**config.mk**
```make
export PLATFORM = sky130hd
export DESIGN_NAME = ack_retransmit_send_queue_unit
export DESIGN_NICKNAME = d
export VERILOG_FILES = /design/src/design/ars_pkg.sv /design/src/design/ars_front.sv /design/src/design/ars_back.sv /design/src/design/ack_retransmit_send_queue_unit.sv
export SDC_FILE = /design/constraint.sdc
export NUM_CORES = 1
export LEC_CHECK = 0
export BUFFER_PORTS_ARGS = -buffer_cell sky130_fd_sc_hd__buf_2
export CORE_MARGIN = 4
export CORE_UTILIZATION = 25
export CTS_CLUSTER_DIAMETER = 200
export DETAILED_ROUTE_END_ITERATION = 16
export GPL_TIMING_DRIVEN = 0
export PLACE_DENSITY = 0.48
export SLEW_MARGIN = 25
export SYNTH_ARGS = -nofsm -noshare
export SYNTH_HDL_FRONTEND = slang
export SYNTH_SLANG_ARGS = --single-unit
```
**constraint.sdc**
```tcl
create_clock -name clk_i -period 6.7 [get_ports clk_i]
set_clock_uncertainty 0.15 [all_clocks]
set_input_delay 0.67 -clock clk_i [delete_from_list [all_inputs] [get_ports clk_i]]
set_output_delay 0.67 -clock clk_i [all_outputs]
set_load 0.01 [all_outputs]
```
**src/design/ars_pkg.sv**
```systemverilog
// types, codes and constants shared by the send queue modules
package ars_pkg;

  localparam int TAG_W      = 8;
  localparam int SN_W       = 8;
  localparam int WAIT_W     = 8;
  localparam int CNT_W      = 4;
  localparam int MAX_REPORT = 8;

  localparam logic [WAIT_W-1:0] TIMEOUT_RESET = 8'd10;
  localparam logic [WAIT_W-1:0] WAIT_MAX      = 8'hFF;

  localparam logic [1:0] CMD_ENQ  = 2'd0;
  localparam logic [1:0] CMD_ACK  = 2'd1;
  localparam logic [1:0] CMD_SERV = 2'd2;
  localparam logic [1:0] CMD_NONE = 2'd3;

  typedef enum logic [1:0] {
    OP_ENQ,
    OP_ACK,
    OP_SERV,
    OP_NONE
  } op_e;

  typedef enum logic [2:0] {
    PH_EMPTY = 3'd0,
    PH_READY = 3'd1,
    PH_SENT1 = 3'd2,
    PH_SENT2 = 3'd3,
    PH_SENT3 = 3'd4,
    PH_FAIL  = 3'd5,
    PH_SUCC  = 3'd6
  } phase_e;

  typedef enum logic [2:0] {
    KIND_QUEUED   = 3'd0,
    KIND_REJECT   = 3'd1,
    KIND_TRANSMIT = 3'd2,
    KIND_DONE_OK  = 3'd3,
    KIND_DONE_ERR = 3'd4,
    KIND_ACK_HIT  = 3'd5,
    KIND_ACK_MISS = 3'd6,
    KIND_NONE     = 3'd7
  } kind_e;

  typedef enum logic [2:0] {
    ST_IDLE,
    ST_ENQ,
    ST_ACK,
    ST_SEND,
    ST_AGE,
    ST_PACK,
    ST_FINAL
  } state_e;

  typedef struct packed {
    op_e              op;
    logic [TAG_W-1:0] tag;
    logic [SN_W-1:0]  sn;
  } cmd_t;

  typedef struct packed {
    kind_e            kind;
    logic [TAG_W-1:0] tag;
    logic [SN_W-1:0]  sn;
    logic [1:0]       attempt;
  } res_t;

  function automatic logic in_flight(phase_e p);
    return (p == PH_SENT1) || (p == PH_SENT2) || (p == PH_SENT3);
  endfunction

endpackage

```
**src/design/ars_front.sv**
```systemverilog
// front end: accepts input items, decodes the command and queues it for the back end
module ars_front (
  input  logic                      clk_i,
  input  logic                      rst_ni,
  input  logic                      in_valid_i,
  output logic                      in_ready_o,
  input  logic [1:0]                cmd_i,
  input  logic [ars_pkg::TAG_W-1:0] msg_tag_i,
  input  logic [ars_pkg::SN_W-1:0]  ack_sn_i,
  output logic                      cmd_valid_o,
  output ars_pkg::cmd_t             cmd_o,
  input  logic                      cmd_pop_i
);

  ars_pkg::cmd_t fifo_q [2];
  logic          wr_ptr_q, wr_ptr_d;
  logic          rd_ptr_q, rd_ptr_d;
  logic [1:0]    cnt_q, cnt_d;
  ars_pkg::cmd_t in_cmd;
  logic          push;
  logic          pop;

  always_comb begin
    in_cmd.tag = msg_tag_i;
    in_cmd.sn  = ack_sn_i;
    unique case (cmd_i)
      ars_pkg::CMD_ENQ:  in_cmd.op = ars_pkg::OP_ENQ;
      ars_pkg::CMD_ACK:  in_cmd.op = ars_pkg::OP_ACK;
      ars_pkg::CMD_SERV: in_cmd.op = ars_pkg::OP_SERV;
      default:           in_cmd.op = ars_pkg::OP_NONE;
    endcase
  end

  assign in_ready_o  = (cnt_q != 2'd2);
  assign cmd_valid_o = (cnt_q != 2'd0);
  assign cmd_o       = fifo_q[rd_ptr_q];
  assign push        = in_valid_i && in_ready_o;
  assign pop         = cmd_pop_i && cmd_valid_o;

  always_comb begin
    wr_ptr_d = push ? ~wr_ptr_q : wr_ptr_q;
    rd_ptr_d = pop ? ~rd_ptr_q : rd_ptr_q;
    cnt_d    = cnt_q + {1'b0, push} - {1'b0, pop};
  end

  always_ff @(posedge clk_i or negedge rst_ni) begin
    if (!rst_ni) begin
      wr_ptr_q <= 1'b0;
      rd_ptr_q <= 1'b0;
      cnt_q    <= 2'd0;
    end else begin
      wr_ptr_q <= wr_ptr_d;
      rd_ptr_q <= rd_ptr_d;
      cnt_q    <= cnt_d;
    end
  end

  always_ff @(posedge clk_i) begin
    if (push) begin
      fifo_q[wr_ptr_q] <= in_cmd;
    end
  end

endmodule

```
**src/design/ars_back.sv**
```systemverilog
// back end: slot store and sequencer that carries out enqueue, ack and service steps
module ars_back #(
  parameter int QUEUE_DEPTH = 8
) (
  input  logic                      clk_i,
  input  logic                      rst_ni,
  input  logic                      cfg_valid_i,
  input  logic [7:0]                cfg_data_i,
  input  logic                      cmd_valid_i,
  input  ars_pkg::cmd_t             cmd_i,
  output logic                      cmd_pop_o,
  output logic                      out_valid_o,
  input  logic                      out_ready_i,
  output ars_pkg::res_t             res_o,
  output logic                      last_o
);

  localparam int IW = (QUEUE_DEPTH > 1) ? $clog2(QUEUE_DEPTH) : 1;
  localparam int CW = $clog2(QUEUE_DEPTH + 1);
  localparam logic [CW-1:0] DEPTH_C = CW'(QUEUE_DEPTH);
  localparam logic [ars_pkg::CNT_W-1:0] MAX_REP_C = ars_pkg::CNT_W'(ars_pkg::MAX_REPORT);

  logic [ars_pkg::TAG_W-1:0]  tag_q   [QUEUE_DEPTH];
  ars_pkg::phase_e            phase_q [QUEUE_DEPTH];
  logic [ars_pkg::SN_W-1:0]   sn_q    [QUEUE_DEPTH];
  logic [ars_pkg::WAIT_W-1:0] wait_q  [QUEUE_DEPTH];

  ars_pkg::state_e            state_q, state_d;
  logic [CW-1:0]              j_q, j_d;
  logic [CW-1:0]              w_q, w_d;
  logic [CW-1:0]              fill_q, fill_d;
  logic [ars_pkg::CNT_W-1:0]  cnt_q, cnt_d;
  logic [ars_pkg::SN_W-1:0]   seq_q, seq_d;
  logic [ars_pkg::WAIT_W-1:0] tmo_q;
  ars_pkg::cmd_t              cmd_q, cmd_d;
  ars_pkg::res_t              pend_q, pend_d;
  logic                       pend_v_q, pend_v_d;
  ars_pkg::res_t              out_q, out_d;
  logic                       last_q, last_d;
  logic                       out_v_q, out_v_d;

  logic                       wr_en;
  logic [IW-1:0]              wr_idx;
  logic [ars_pkg::TAG_W-1:0]  wr_tag;
  ars_pkg::phase_e            wr_phase;
  logic [ars_pkg::SN_W-1:0]   wr_sn;
  logic [ars_pkg::WAIT_W-1:0] wr_wait;
  logic                       age_all;
  logic                       gen;
  ars_pkg::res_t              gen_res;

  logic [IW-1:0]              j_idx;
  logic [ars_pkg::TAG_W-1:0]  cur_tag;
  ars_pkg::phase_e            cur_phase;
  logic [ars_pkg::SN_W-1:0]   cur_sn;
  logic [ars_pkg::WAIT_W-1:0] cur_wait;
  ars_pkg::phase_e            ph_inc;
  logic                       at_end;
  logic                       cur_fly;
  logic                       cur_fin;
  logic                       can_push;
  logic                       full;
  logic                       ack_hit;
  logic                       send_new;
  logic                       send_re;
  logic                       rep_now;

  assign j_idx     = j_q[IW-1:0];
  assign cur_tag   = tag_q[j_idx];
  assign cur_phase = phase_q[j_idx];
  assign cur_sn    = sn_q[j_idx];
  assign cur_wait  = wait_q[j_idx];
  assign ph_inc    = ars_pkg::phase_e'(cur_phase + 3'd1);
  assign at_end    = (j_q == fill_q);
  assign cur_fly   = ars_pkg::in_flight(cur_phase);
  assign cur_fin   = (cur_phase == ars_pkg::PH_FAIL) || (cur_phase == ars_pkg::PH_SUCC);
  assign can_push  = !out_v_q || out_ready_i;
  assign full      = (fill_q == DEPTH_C);
  assign ack_hit   = cur_fly && (cur_sn == cmd_q.sn);
  assign send_new  = (cur_phase == ars_pkg::PH_READY);
  assign send_re   = cur_fly && (cur_wait >= tmo_q);
  assign rep_now   = cur_fin && (cnt_q < MAX_REP_C);

  assign cmd_pop_o   = (state_q == ars_pkg::ST_IDLE) && cmd_valid_i;
  assign out_valid_o = out_v_q;
  assign res_o       = out_q;
  assign last_o      = last_q;

  // next state
  always_comb begin
    state_d = state_q;
    unique case (state_q)
      ars_pkg::ST_IDLE: begin
        if (cmd_valid_i) begin
          unique case (cmd_i.op)
            ars_pkg::OP_ENQ:  state_d = ars_pkg::ST_ENQ;
            ars_pkg::OP_ACK:  state_d = ars_pkg::ST_ACK;
            ars_pkg::OP_SERV: state_d = ars_pkg::ST_SEND;
            default:          state_d = ars_pkg::ST_FINAL;
          endcase
        end
      end
      ars_pkg::ST_ENQ: begin
        if (can_push) state_d = ars_pkg::ST_FINAL;
      end
      ars_pkg::ST_ACK: begin
        if (can_push && (at_end || ack_hit)) state_d = ars_pkg::ST_FINAL;
      end
      ars_pkg::ST_SEND: begin
        if (can_push) begin
          priority if (at_end || send_new) begin
            state_d = ars_pkg::ST_AGE;
          end else if (send_re && ph_inc != ars_pkg::PH_FAIL) begin
            state_d = ars_pkg::ST_AGE;
          end else begin
            state_d = ars_pkg::ST_SEND;
          end
        end
      end
      ars_pkg::ST_AGE: begin
        if (can_push) state_d = ars_pkg::ST_PACK;
      end
      ars_pkg::ST_PACK: begin
        if (can_push && at_end) state_d = ars_pkg::ST_FINAL;
      end
      ars_pkg::ST_FINAL: begin
        if (can_push) state_d = ars_pkg::ST_IDLE;
      end
      default: state_d = ars_pkg::ST_IDLE;
    endcase
  end

  // datapath and result generation
  always_comb begin
    j_d      = j_q;
    w_d      = w_q;
    fill_d   = fill_q;
    cnt_d    = cnt_q;
    seq_d    = seq_q;
    cmd_d    = cmd_q;
    pend_d   = pend_q;
    pend_v_d = pend_v_q;
    out_d    = out_q;
    last_d   = last_q;
    out_v_d  = out_v_q && !out_ready_i;
    wr_en    = 1'b0;
    wr_idx   = j_idx;
    wr_tag   = cur_tag;
    wr_phase = cur_phase;
    wr_sn    = cur_sn;
    wr_wait  = cur_wait;
    age_all  = 1'b0;
    gen      = 1'b0;
    gen_res  = '{kind: ars_pkg::KIND_NONE, tag: '0, sn: '0, attempt: 2'd0};

    unique case (state_q)
      ars_pkg::ST_IDLE: begin
        if (cmd_valid_i) begin
          cmd_d = cmd_i;
          j_d   = '0;
        end
      end
      ars_pkg::ST_ENQ: begin
        if (can_push) begin
          gen         = 1'b1;
          gen_res.tag = cmd_q.tag;
          if (full) begin
            gen_res.kind = ars_pkg::KIND_REJECT;
          end else begin
            gen_res.kind = ars_pkg::KIND_QUEUED;
            wr_en        = 1'b1;
            wr_idx       = fill_q[IW-1:0];
            wr_tag       = cmd_q.tag;
            wr_phase     = ars_pkg::PH_READY;
            fill_d       = fill_q + CW'(1);
          end
        end
      end
      ars_pkg::ST_ACK: begin
        if (can_push) begin
          priority if (at_end) begin
            gen          = 1'b1;
            gen_res.kind = ars_pkg::KIND_ACK_MISS;
            gen_res.sn   = cmd_q.sn;
          end else if (ack_hit) begin
            gen          = 1'b1;
            gen_res.kind = ars_pkg::KIND_ACK_HIT;
            gen_res.tag  = cur_tag;
            gen_res.sn   = cmd_q.sn;
            wr_en        = 1'b1;
            wr_phase     = ars_pkg::PH_SUCC;
          end else begin
            j_d = j_q + CW'(1);
          end
        end
      end
      ars_pkg::ST_SEND: begin
        if (can_push && !at_end) begin
          priority if (send_new) begin
            seq_d           = seq_q + 8'd1;
            wr_en           = 1'b1;
            wr_sn           = seq_q + 8'd1;
            wr_wait         = '0;
            wr_phase        = ars_pkg::PH_SENT1;
            gen             = 1'b1;
            gen_res.kind    = ars_pkg::KIND_TRANSMIT;
            gen_res.tag     = cur_tag;
            gen_res.sn      = seq_q + 8'd1;
            gen_res.attempt = 2'd1;
          end else if (send_re) begin
            wr_en    = 1'b1;
            wr_wait  = '0;
            wr_phase = ph_inc;
            if (ph_inc == ars_pkg::PH_FAIL) begin
              j_d = j_q + CW'(1);
            end else begin
              gen             = 1'b1;
              gen_res.kind    = ars_pkg::KIND_TRANSMIT;
              gen_res.tag     = cur_tag;
              gen_res.sn      = cur_sn;
              gen_res.attempt = 2'(3'(ph_inc) - 3'(ars_pkg::PH_READY));
            end
          end else begin
            j_d = j_q + CW'(1);
          end
        end
      end
      ars_pkg::ST_AGE: begin
        if (can_push) begin
          age_all = 1'b1;
          j_d     = '0;
          w_d     = '0;
          cnt_d   = '0;
        end
      end
      ars_pkg::ST_PACK: begin
        if (can_push) begin
          priority if (at_end) begin
            fill_d = w_q;
          end else if (rep_now) begin
            gen          = 1'b1;
            gen_res.kind = (cur_phase == ars_pkg::PH_SUCC) ? ars_pkg::KIND_DONE_OK
                                                            : ars_pkg::KIND_DONE_ERR;
            gen_res.tag  = cur_tag;
            gen_res.sn   = cur_sn;
            cnt_d        = cnt_q + ars_pkg::CNT_W'(1);
            j_d          = j_q + CW'(1);
          end else begin
            // keep entry, move it down over the removed ones
            wr_en  = 1'b1;
            wr_idx = w_q[IW-1:0];
            w_d    = w_q + CW'(1);
            j_d    = j_q + CW'(1);
          end
        end
      end
      ars_pkg::ST_FINAL: begin
        if (can_push) begin
          out_v_d  = 1'b1;
          last_d   = 1'b1;
          out_d    = pend_v_q ? pend_q : gen_res;
          pend_v_d = 1'b0;
        end
      end
      default: ;
    endcase

    if (gen) begin
      if (pend_v_q) begin
        out_d   = pend_q;
        last_d  = 1'b0;
        out_v_d = 1'b1;
      end
      pend_d   = gen_res;
      pend_v_d = 1'b1;
    end
  end

  always_ff @(posedge clk_i or negedge rst_ni) begin
    if (!rst_ni) begin
      state_q  <= ars_pkg::ST_IDLE;
      j_q      <= '0;
      w_q      <= '0;
      fill_q   <= '0;
      cnt_q    <= '0;
      seq_q    <= '0;
      tmo_q    <= ars_pkg::TIMEOUT_RESET;
      pend_v_q <= 1'b0;
      out_v_q  <= 1'b0;
    end else begin
      state_q  <= state_d;
      j_q      <= j_d;
      w_q      <= w_d;
      fill_q   <= fill_d;
      cnt_q    <= cnt_d;
      seq_q    <= seq_d;
      pend_v_q <= pend_v_d;
      out_v_q  <= out_v_d;
      if (cfg_valid_i) begin
        tmo_q <= cfg_data_i;
      end
    end
  end

  always_ff @(posedge clk_i) begin
    cmd_q  <= cmd_d;
    pend_q <= pend_d;
    out_q  <= out_d;
    last_q <= last_d;
  end

  always_ff @(posedge clk_i or negedge rst_ni) begin
    if (!rst_ni) begin
      for (int i = 0; i < QUEUE_DEPTH; i++) begin
        phase_q[i] <= ars_pkg::PH_EMPTY;
      end
    end else if (wr_en) begin
      phase_q[wr_idx] <= wr_phase;
    end
  end

  always_ff @(posedge clk_i) begin
    if (wr_en) begin
      tag_q[wr_idx] <= wr_tag;
      sn_q[wr_idx]  <= wr_sn;
    end
  end

  always_ff @(posedge clk_i) begin
    if (age_all) begin
      for (int i = 0; i < QUEUE_DEPTH; i++) begin
        if ((CW'(i) < fill_q) && ars_pkg::in_flight(phase_q[i]) &&
            (wait_q[i] != ars_pkg::WAIT_MAX)) begin
          wait_q[i] <= wait_q[i] + 8'd1;
        end
      end
    end else if (wr_en) begin
      wait_q[wr_idx] <= wr_wait;
    end
  end

endmodule

```
**src/design/ack_retransmit_send_queue_unit.sv**
```systemverilog
// top level of the acknowledge and retransmit send queue
//
//  channel  | handshake               | payload
//  ---------+-------------------------+-----------------------------------------
//  input    | in_valid_i / in_ready_o | cmd_i, msg_tag_i, ack_sn_i
//  result   | out_valid_o/out_ready_i | kind_o, tag_out_o, sn_out_o, attempt_o,
//           |                         | last_o
//  config   | cfg_valid_i/cfg_ready_o | cfg_data_i (timeout_ticks)
//
// an enqueue passes ST_ENQ and ST_FINAL, an unused command only ST_FINAL, an ack a slot scan in ST_ACK
// a service step scans in ST_SEND, ages in ST_AGE and packs in ST_PACK, one slot per cycle unless the result stalls
// a two-entry command queue takes new items while the back end works
// reset empties the queue, clears the sequence counter and sets the timeout to 10; no clearing pass
// a stalled result register holds the back end
module ack_retransmit_send_queue_unit #(
  parameter int QUEUE_DEPTH = 8
) (
  input  logic       clk_i,
  input  logic       rst_ni,
  input  logic       in_valid_i,
  output logic       in_ready_o,
  input  logic [1:0] cmd_i,
  input  logic [7:0] msg_tag_i,
  input  logic [7:0] ack_sn_i,
  output logic       out_valid_o,
  input  logic       out_ready_i,
  output logic [2:0] kind_o,
  output logic [7:0] tag_out_o,
  output logic [7:0] sn_out_o,
  output logic [1:0] attempt_o,
  output logic       last_o,
  input  logic       cfg_valid_i,
  output logic       cfg_ready_o,
  input  logic [7:0] cfg_data_i
);

  logic          cmd_valid;
  ars_pkg::cmd_t cmd;
  logic          cmd_pop;
  ars_pkg::res_t res;

  assign cfg_ready_o = 1'b1;

  ars_front u_front (
    .clk_i       (clk_i),
    .rst_ni      (rst_ni),
    .in_valid_i  (in_valid_i),
    .in_ready_o  (in_ready_o),
    .cmd_i       (cmd_i),
    .msg_tag_i   (msg_tag_i),
    .ack_sn_i    (ack_sn_i),
    .cmd_valid_o (cmd_valid),
    .cmd_o       (cmd),
    .cmd_pop_i   (cmd_pop)
  );

  ars_back #(
    .QUEUE_DEPTH (QUEUE_DEPTH)
  ) u_back (
    .clk_i       (clk_i),
    .rst_ni      (rst_ni),
    .cfg_valid_i (cfg_valid_i),
    .cfg_data_i  (cfg_data_i),
    .cmd_valid_i (cmd_valid),
    .cmd_i       (cmd),
    .cmd_pop_o   (cmd_pop),
    .out_valid_o (out_valid_o),
    .out_ready_i (out_ready_i),
    .res_o       (res),
    .last_o      (last_o)
  );

  assign kind_o    = res.kind;
  assign tag_out_o = res.tag;
  assign sn_out_o  = res.sn;
  assign attempt_o = res.attempt;

endmodule

```
# Word level (Yosys, flattened, before mapping)
# Memories as Yosys holds them, arrays and structs flattened.
# Cells that the tools add are included.
[classes] add_sub_neg=17 magnitude_cmp=13 n_eq_ne=73 n_mux=158 bitwise=7 n_reduce_logical=73
[ops] operator="$mux W21" n=9
[ops] operator="$mux W8" n=13
[ops] operator="$mux W3" n=28
[ops] operator="$mux W4" n=21
[ops] operator="$mux W19" n=4
[ops] operator="$add A8 B1 Y8 const B" n=9
[ops] operator="$mux W1" n=65
[ops] operator="$ne A8 B8 Y1 const B" n=8
[ops] operator="$eq A3 B2 Y1 const B" n=20
[ops] operator="$eq A3 B3 Y1 const B" n=15
[ops] operator="$pmux W11 S4" n=1
[ops] operator="$logic_and A1 B1 Y1" n=28
[ops] operator="$bwmux W24" n=1
[ops] operator="$ne A2 B1 Y1 const B" n=12
[ops] operator="$pmux W4 S2" n=3
[ops] operator="$pmux W8 S3" n=1
[ops] operator="$logic_or A1 B1 Y1" n=22
[ops] operator="$pmux W3 S7" n=1
[ops] operator="$pmux W4 S5" n=1
[ops] operator="$mux W18" n=1
[ops] operator="$pmux W3 S3" n=2
[ops] operator="$add A4 B1 Y4 const B" n=4
[ops] operator="$lt A3 B4 Y1 const A" n=4
[ops] operator="$reduce_and A5 Y1" n=3
[ops] operator="37 further kinds" n=65
[totals] regBits=124 mem_bits_rw=228 inputBits=31 output_inout_bits=25 elab_cells=377 mem_count=4
[memory_table] memory="u_back.sn_q" words=8 width=8 rd=1 rd_ports_with_merged_regs=0 wr=1 line_no="ars_back.sv:25" source="logic [ars_pkg::SN_W-1:0] sn_q [QUEUE_DEPTH];"
[memory_table] memory="u_back.tag_q" words=8 width=8 rd=1 rd_ports_with_merged_regs=0 wr=1 line_no="ars_back.sv:23" source="logic [ars_pkg::TAG_W-1:0] tag_q [QUEUE_DEPTH];"
[memory_table] memory="u_back.wait_q" words=8 width=8 rd=9 rd_ports_with_merged_regs=0 wr=8 line_no="ars_back.sv:26" source="logic [ars_pkg::WAIT_W-1:0] wait_q [QUEUE_DEPTH];"
[memory_table] memory="u_front.fifo_q" words=2 width=18 rd=1 rd_ports_with_merged_regs=0 wr=1 line_no="ars_front.sv:15" source="ars_pkg::cmd_t fifo_q [2];"

# Logic depth before layout (Yosys ltp)
[logic_depth] ltp_word=17 ltp_mapped=18 ltp_nobuf=12

# Modules after synthesis
# Synthesis repeated with hierarchy kept, for this count alone.
[hier_totals] cells_unflattened=1233 area_unflattened_um2=16871.2
[modules_own_cells] mod="ars_back" instances=1 cells_per_inst=1151 area_each_um2=15333.5
[modules_own_cells] mod="ars_front" instances=1 cells_per_inst=80 area_each_um2=1526.5
[modules_own_cells] mod="ack_retransmit_send_queue_unit" instances=1 cells_per_inst=2 area_each_um2=11.3

# Worst setup path after synthesis
# No wires, ideal clock.
[synth_path] path_kind="flip-flop to flip-flop" start="register u_back.j_q[0]" end="memory u_back.wait_q[2][0] (netlist bit) (enable)" arrival_time_ns=4.259 t_required_ns=6.175 setup_slack_ns=1.916 stages_incl_launch_ff=18 synth_period_minus_slack_ns=4.784 path_cell_list="dfrtp_1 buf_6 buf_12 buf_8 buf_2 buf_2 mux4_2 mux2_2 ha_1 o2111ai_1 o221ai_1 o21ai_0 nor2_1 o21ai_1 buf_4 a31oi_2 buf_6 o21bai_1"
[synth_rtl] item="start: declaration" line_no="ars_back.sv:29" source="logic [CW-1:0] j_q, j_d;"
[synth_rtl] item="start signal: assignment" line_no="ars_back.sv:292" source="j_q <= j_d;"
[synth_rtl] item="end: declaration" line_no="ars_back.sv:26"

==> impl_metrics.csv <==
group,metric,value,unit
grt,grt_max_degree,37,
grt,antenna_found_initial,0,
placed_design,dp_worst_setup_slack,-136.4,ps
pwr,p_int,5.450,mW
setup_path,cp.arrival,6240,ps
yosys,syn-cell-area,17170,um^2
die,fp-row-count,95,
job,drv_cap,0,
finish,nets,1410,
placed_design,place.gp.congestion,0.8401,
setup_path,path_class,"reg -> reg",
pwr,p_comb_frac,0.384,
timing,holdWs,136.1,ps
timing,finalCritPeriodShare,0.9264,
grt,grt_pass1_vias,10740,
finish,layout-drive-gt1-share,0.1946,
timing,setup_viol,0,
timing,clock.fmax,0.1611,GHz
routing,first_iter_violations,652,
timing,hold_viol_final,0,
cts,cts.sinks,352,
yosys,synth_edf_count,265,
yosys,yosysTopAreaCellShare,0.4634,
pwr,ir_worst_vdd,0.1569,mV
cts,clk_pin_slew,60,ps
pwr,switching_share,0.3726,
timing,rsz0062_at_grt,"no",
yosys,synthMostInstantiatedCell,"edfxtp_1",
pwr,powerDensity,436.7,nW/um^2
setup_path,worst_setup_path_end_kind,"flop",
die,die_height,270.1,um
pwr,p_sw,3.237,mW
timing,period_minus_slack,6207,ps
run_status,status,"complete, no violations",
setup_path,cp-start-kind,"flop",
routing,detail_route.wl_per_cell,19.46,um
routing,wl_met1,19840,um
routing,drc,0,
routing,vias_per_cell,4.686,
setup_path,cp_max_fo,25,
placed_design,port_buffers,52,
timing,worst_slack,492.9,ps
yosys,syn_avg_cell_area,13.75,um^2
routing,top_layer,"met4",
pwr,seqPwrFrac,0.370,
yosys,yosysWarnings,0,
grt,overflow,0,
setup_path,required,6730,ps
yosys,async_flop_share,0.1847,
timing,slew_headroom,0.3309,
cts,htreeDepth,2,
cts,insertion_delay,580,ps
routing,drt-total-wl,43790,um
timing,timing.setup.tns,0,ps
yosys,ys_top_cells_by_count,"edfxtp_1 (265), mux2i_1 (100), nand2_1 (96)",
pwr,p_clk_frac,0.246,
finish,area_growth,15.84,%
cts,clk_path_buf_depth,3,
routing,dr.pass1.iters,5,
cts,cts_inserted_buffers,40,
die,initial_utilization,0.2539,
yosys,syn_inst,1249,
die,pin_count,56,
yosys,ys_seq_area_frac,0.5839,
yosys,synth_nets,1311,
finish,antenna_cells,0,
min_path,hold_class,"in -> reg",
routing,route.met2.wl,21400,um
die,die_w,270.1,um
finish,fillers,6792,
yosys,yosysUniqueCellTypes,80,
die,core,67630,um^2
routing,ant_nets,0,
routing,dr_wl_met3,1647,um
placed_design,hpwl,31650,um
yosys,synth-seq-cells,352,
cts,root_buffer,"clkbuf_16",
die,dieArea,72940,um^2
timing,worst_pin_slew,993.2,ps
grt,grt_pass1_wl,67750,um
yosys,yosysTopAreaCell,"edfxtp_1",
yosys,synth_ff_type,"edfxtp_1",
cts,tritoncts,"yes",
grt,grt_use_total,0.1183,
routing,vias,10540,
pwr,p_leak,7.262,nW
timing,slew_violations,0,
yosys,yosys-top-cells-area,"edfxtp_1 (46%), dfrtp_1 (9.2%), mux4_2 (6.2%)",
## power by group through the flow
stage          registers (mW)  logic (mW)  clock network (mW)
3_3_place_gp             3.26        3.31                   0
5_1_grt                  3.26        3.66                2.29
6_report                 3.21        3.34                2.14
4_1_cts                  3.22        3.39                2.21
2_1_floorplan            3.21        2.28                   0
3_5_place_dp             3.26        3.38                   0
## logic make-up after synthesis
kind of cell    share of synthesized area
simple gates                      0.07491
compound gates                    0.08533
xor+xnor                          0.04124
other cells                     0.0002184
fa+ha+maj                         0.02259
mux                                0.1637
flops                              0.5839
buf+inv                           0.02813
## final cells by class
| cell class | count | area, um^2 | area share |
|---|---|---|---|
| flip-flops and latches | 352 | 10030 | 0.5041 |
| clock inverters | 18 | 148.9 | 0.007485 |
| repair buffers | 58 | 319.1 | 0.01604 |
| plain buffers | 60 | 371.6 | 0.01868 |
| multi-input cells | 807 | 6693 | 0.3365 |
| inverters | 29 | 108.9 | 0.005472 |
| well taps | 873 | 1092 | 0.05491 |
| clock buffers | 53 | 1131 | 0.05686 |
## routing by layer
metal,GRT usage,up-vias
met2,0.2014,212
met3,0.01652,54
met1,0.1590,5324
met5,0,-
met4,0.03056,0
li1,-,4954
## cell usage in the layout, fill, tap and decap left out, types with 7 or more instances in the layout
cell type,n
a22oi_1,13
mux2_1,16
a31oi_1,11
and3_1,10
nand3_1,47
xnor2_1,42
dfxtp_1,22
edfxtp_1,265
a21o_1,10
buf_4,8
nand2_1,96
nor2_1,80
mux2i_1,100
buf_6,12
buf_1,7
inv_1,29
ha_1,31
dfrtp_1,63
clkbuf_1,31
mux4_2,47
clkbuf_16,41
mux2_2,40
a21oi_1,29
buf_2,61
o21ai_1,8
nor3_1,13
a22o_1,23
o21ai_0,46
xor2_1,37
## critical path, stage by stage (launching register included)
cell      delay (ps)
dfrtp_1          370
buf_6            200
buf_12           170
buf_8            170
buf_2            390
buf_2            430
mux4_2           570
mux2i_1          390
ha_1             200
nand2b_1         110
a211oi_1          80
o221ai_1         290
o21ai_0          370
nor2_1           260
o21ai_1          170
buf_4            280
a31oi_2          350
buf_6            370
o21bai_1         450
## what timing repair did
| action | 4_1_cts | 5_1_grt |
|---|---|---|
| gates resized for setup | 1 | 0 |
| setup buffers | 0 | 0 |
| pin swaps | 0 | 0 |
| hold buffers | 1 | 0 |
| setup endpoints to repair | 53 | 24 |
| hold endpoints to repair | 33 | 0 |
## sequential cells by signal, indices dropped and copies added (netlist names), 2 cells and up
name	count
u_back.j_q	4
u_back.wait_q	64
u_back.w_q	4
u_back.fill_q	4
u_back.res_o	21
u_back.sn_q	64
u_back.pend_q	21
u_back.cnt_q	4
u_back.tmo_q	8
u_back.state_q	3
u_back.cmd_q	16
u_front.fifo_q	36
u_back.tag_q	64
u_back.seq_q	8
u_back.phase_q	24
u_front.cnt_q	2
## stage by stage
step	instance area (um^2)	cells	util	power (mW)
final	19890	2250	0.2941	8.687
after global routing	19890	2250	0.2941	9.218
after CTS	19900	2251	0.2942	8.819
after detailed placement	18600	2179	0.2751	6.638
after global placement	18520	2174	0.2739	6.571
after floorplan	17170	1249	-	5.482
## path summary, 6_finish.rpt
check	startpoint	endpoint	slack [ps]	cells past startpoint
setup / recovery	u_back.j_q[0]$_DFFE_PN0P_	u_back.wait_q[2][7]$_DFFE_PP_	490	18
max in group asynchronous	rst_ni	u_back.phase_q[4]$_DFFE_PN0P_	5340	3
hold / removal	msg_tag_i[1]	u_front.fifo_q[0][9]$_DFFE_PP_	140	1
min in group asynchronous	rst_ni	u_back.tmo_q[7]$_DFFE_PN0P_	490	2
setup reg to reg	u_back.j_q[0]$_DFFE_PN0P_	u_back.wait_q[2][7]$_DFFE_PP_	490	18
hold reg to reg	u_back.res_o[20]$_DFF_P_	u_back.res_o[20]$_DFF_P_	310	2
No activity file was read; power rests on OpenSTA's default activity.
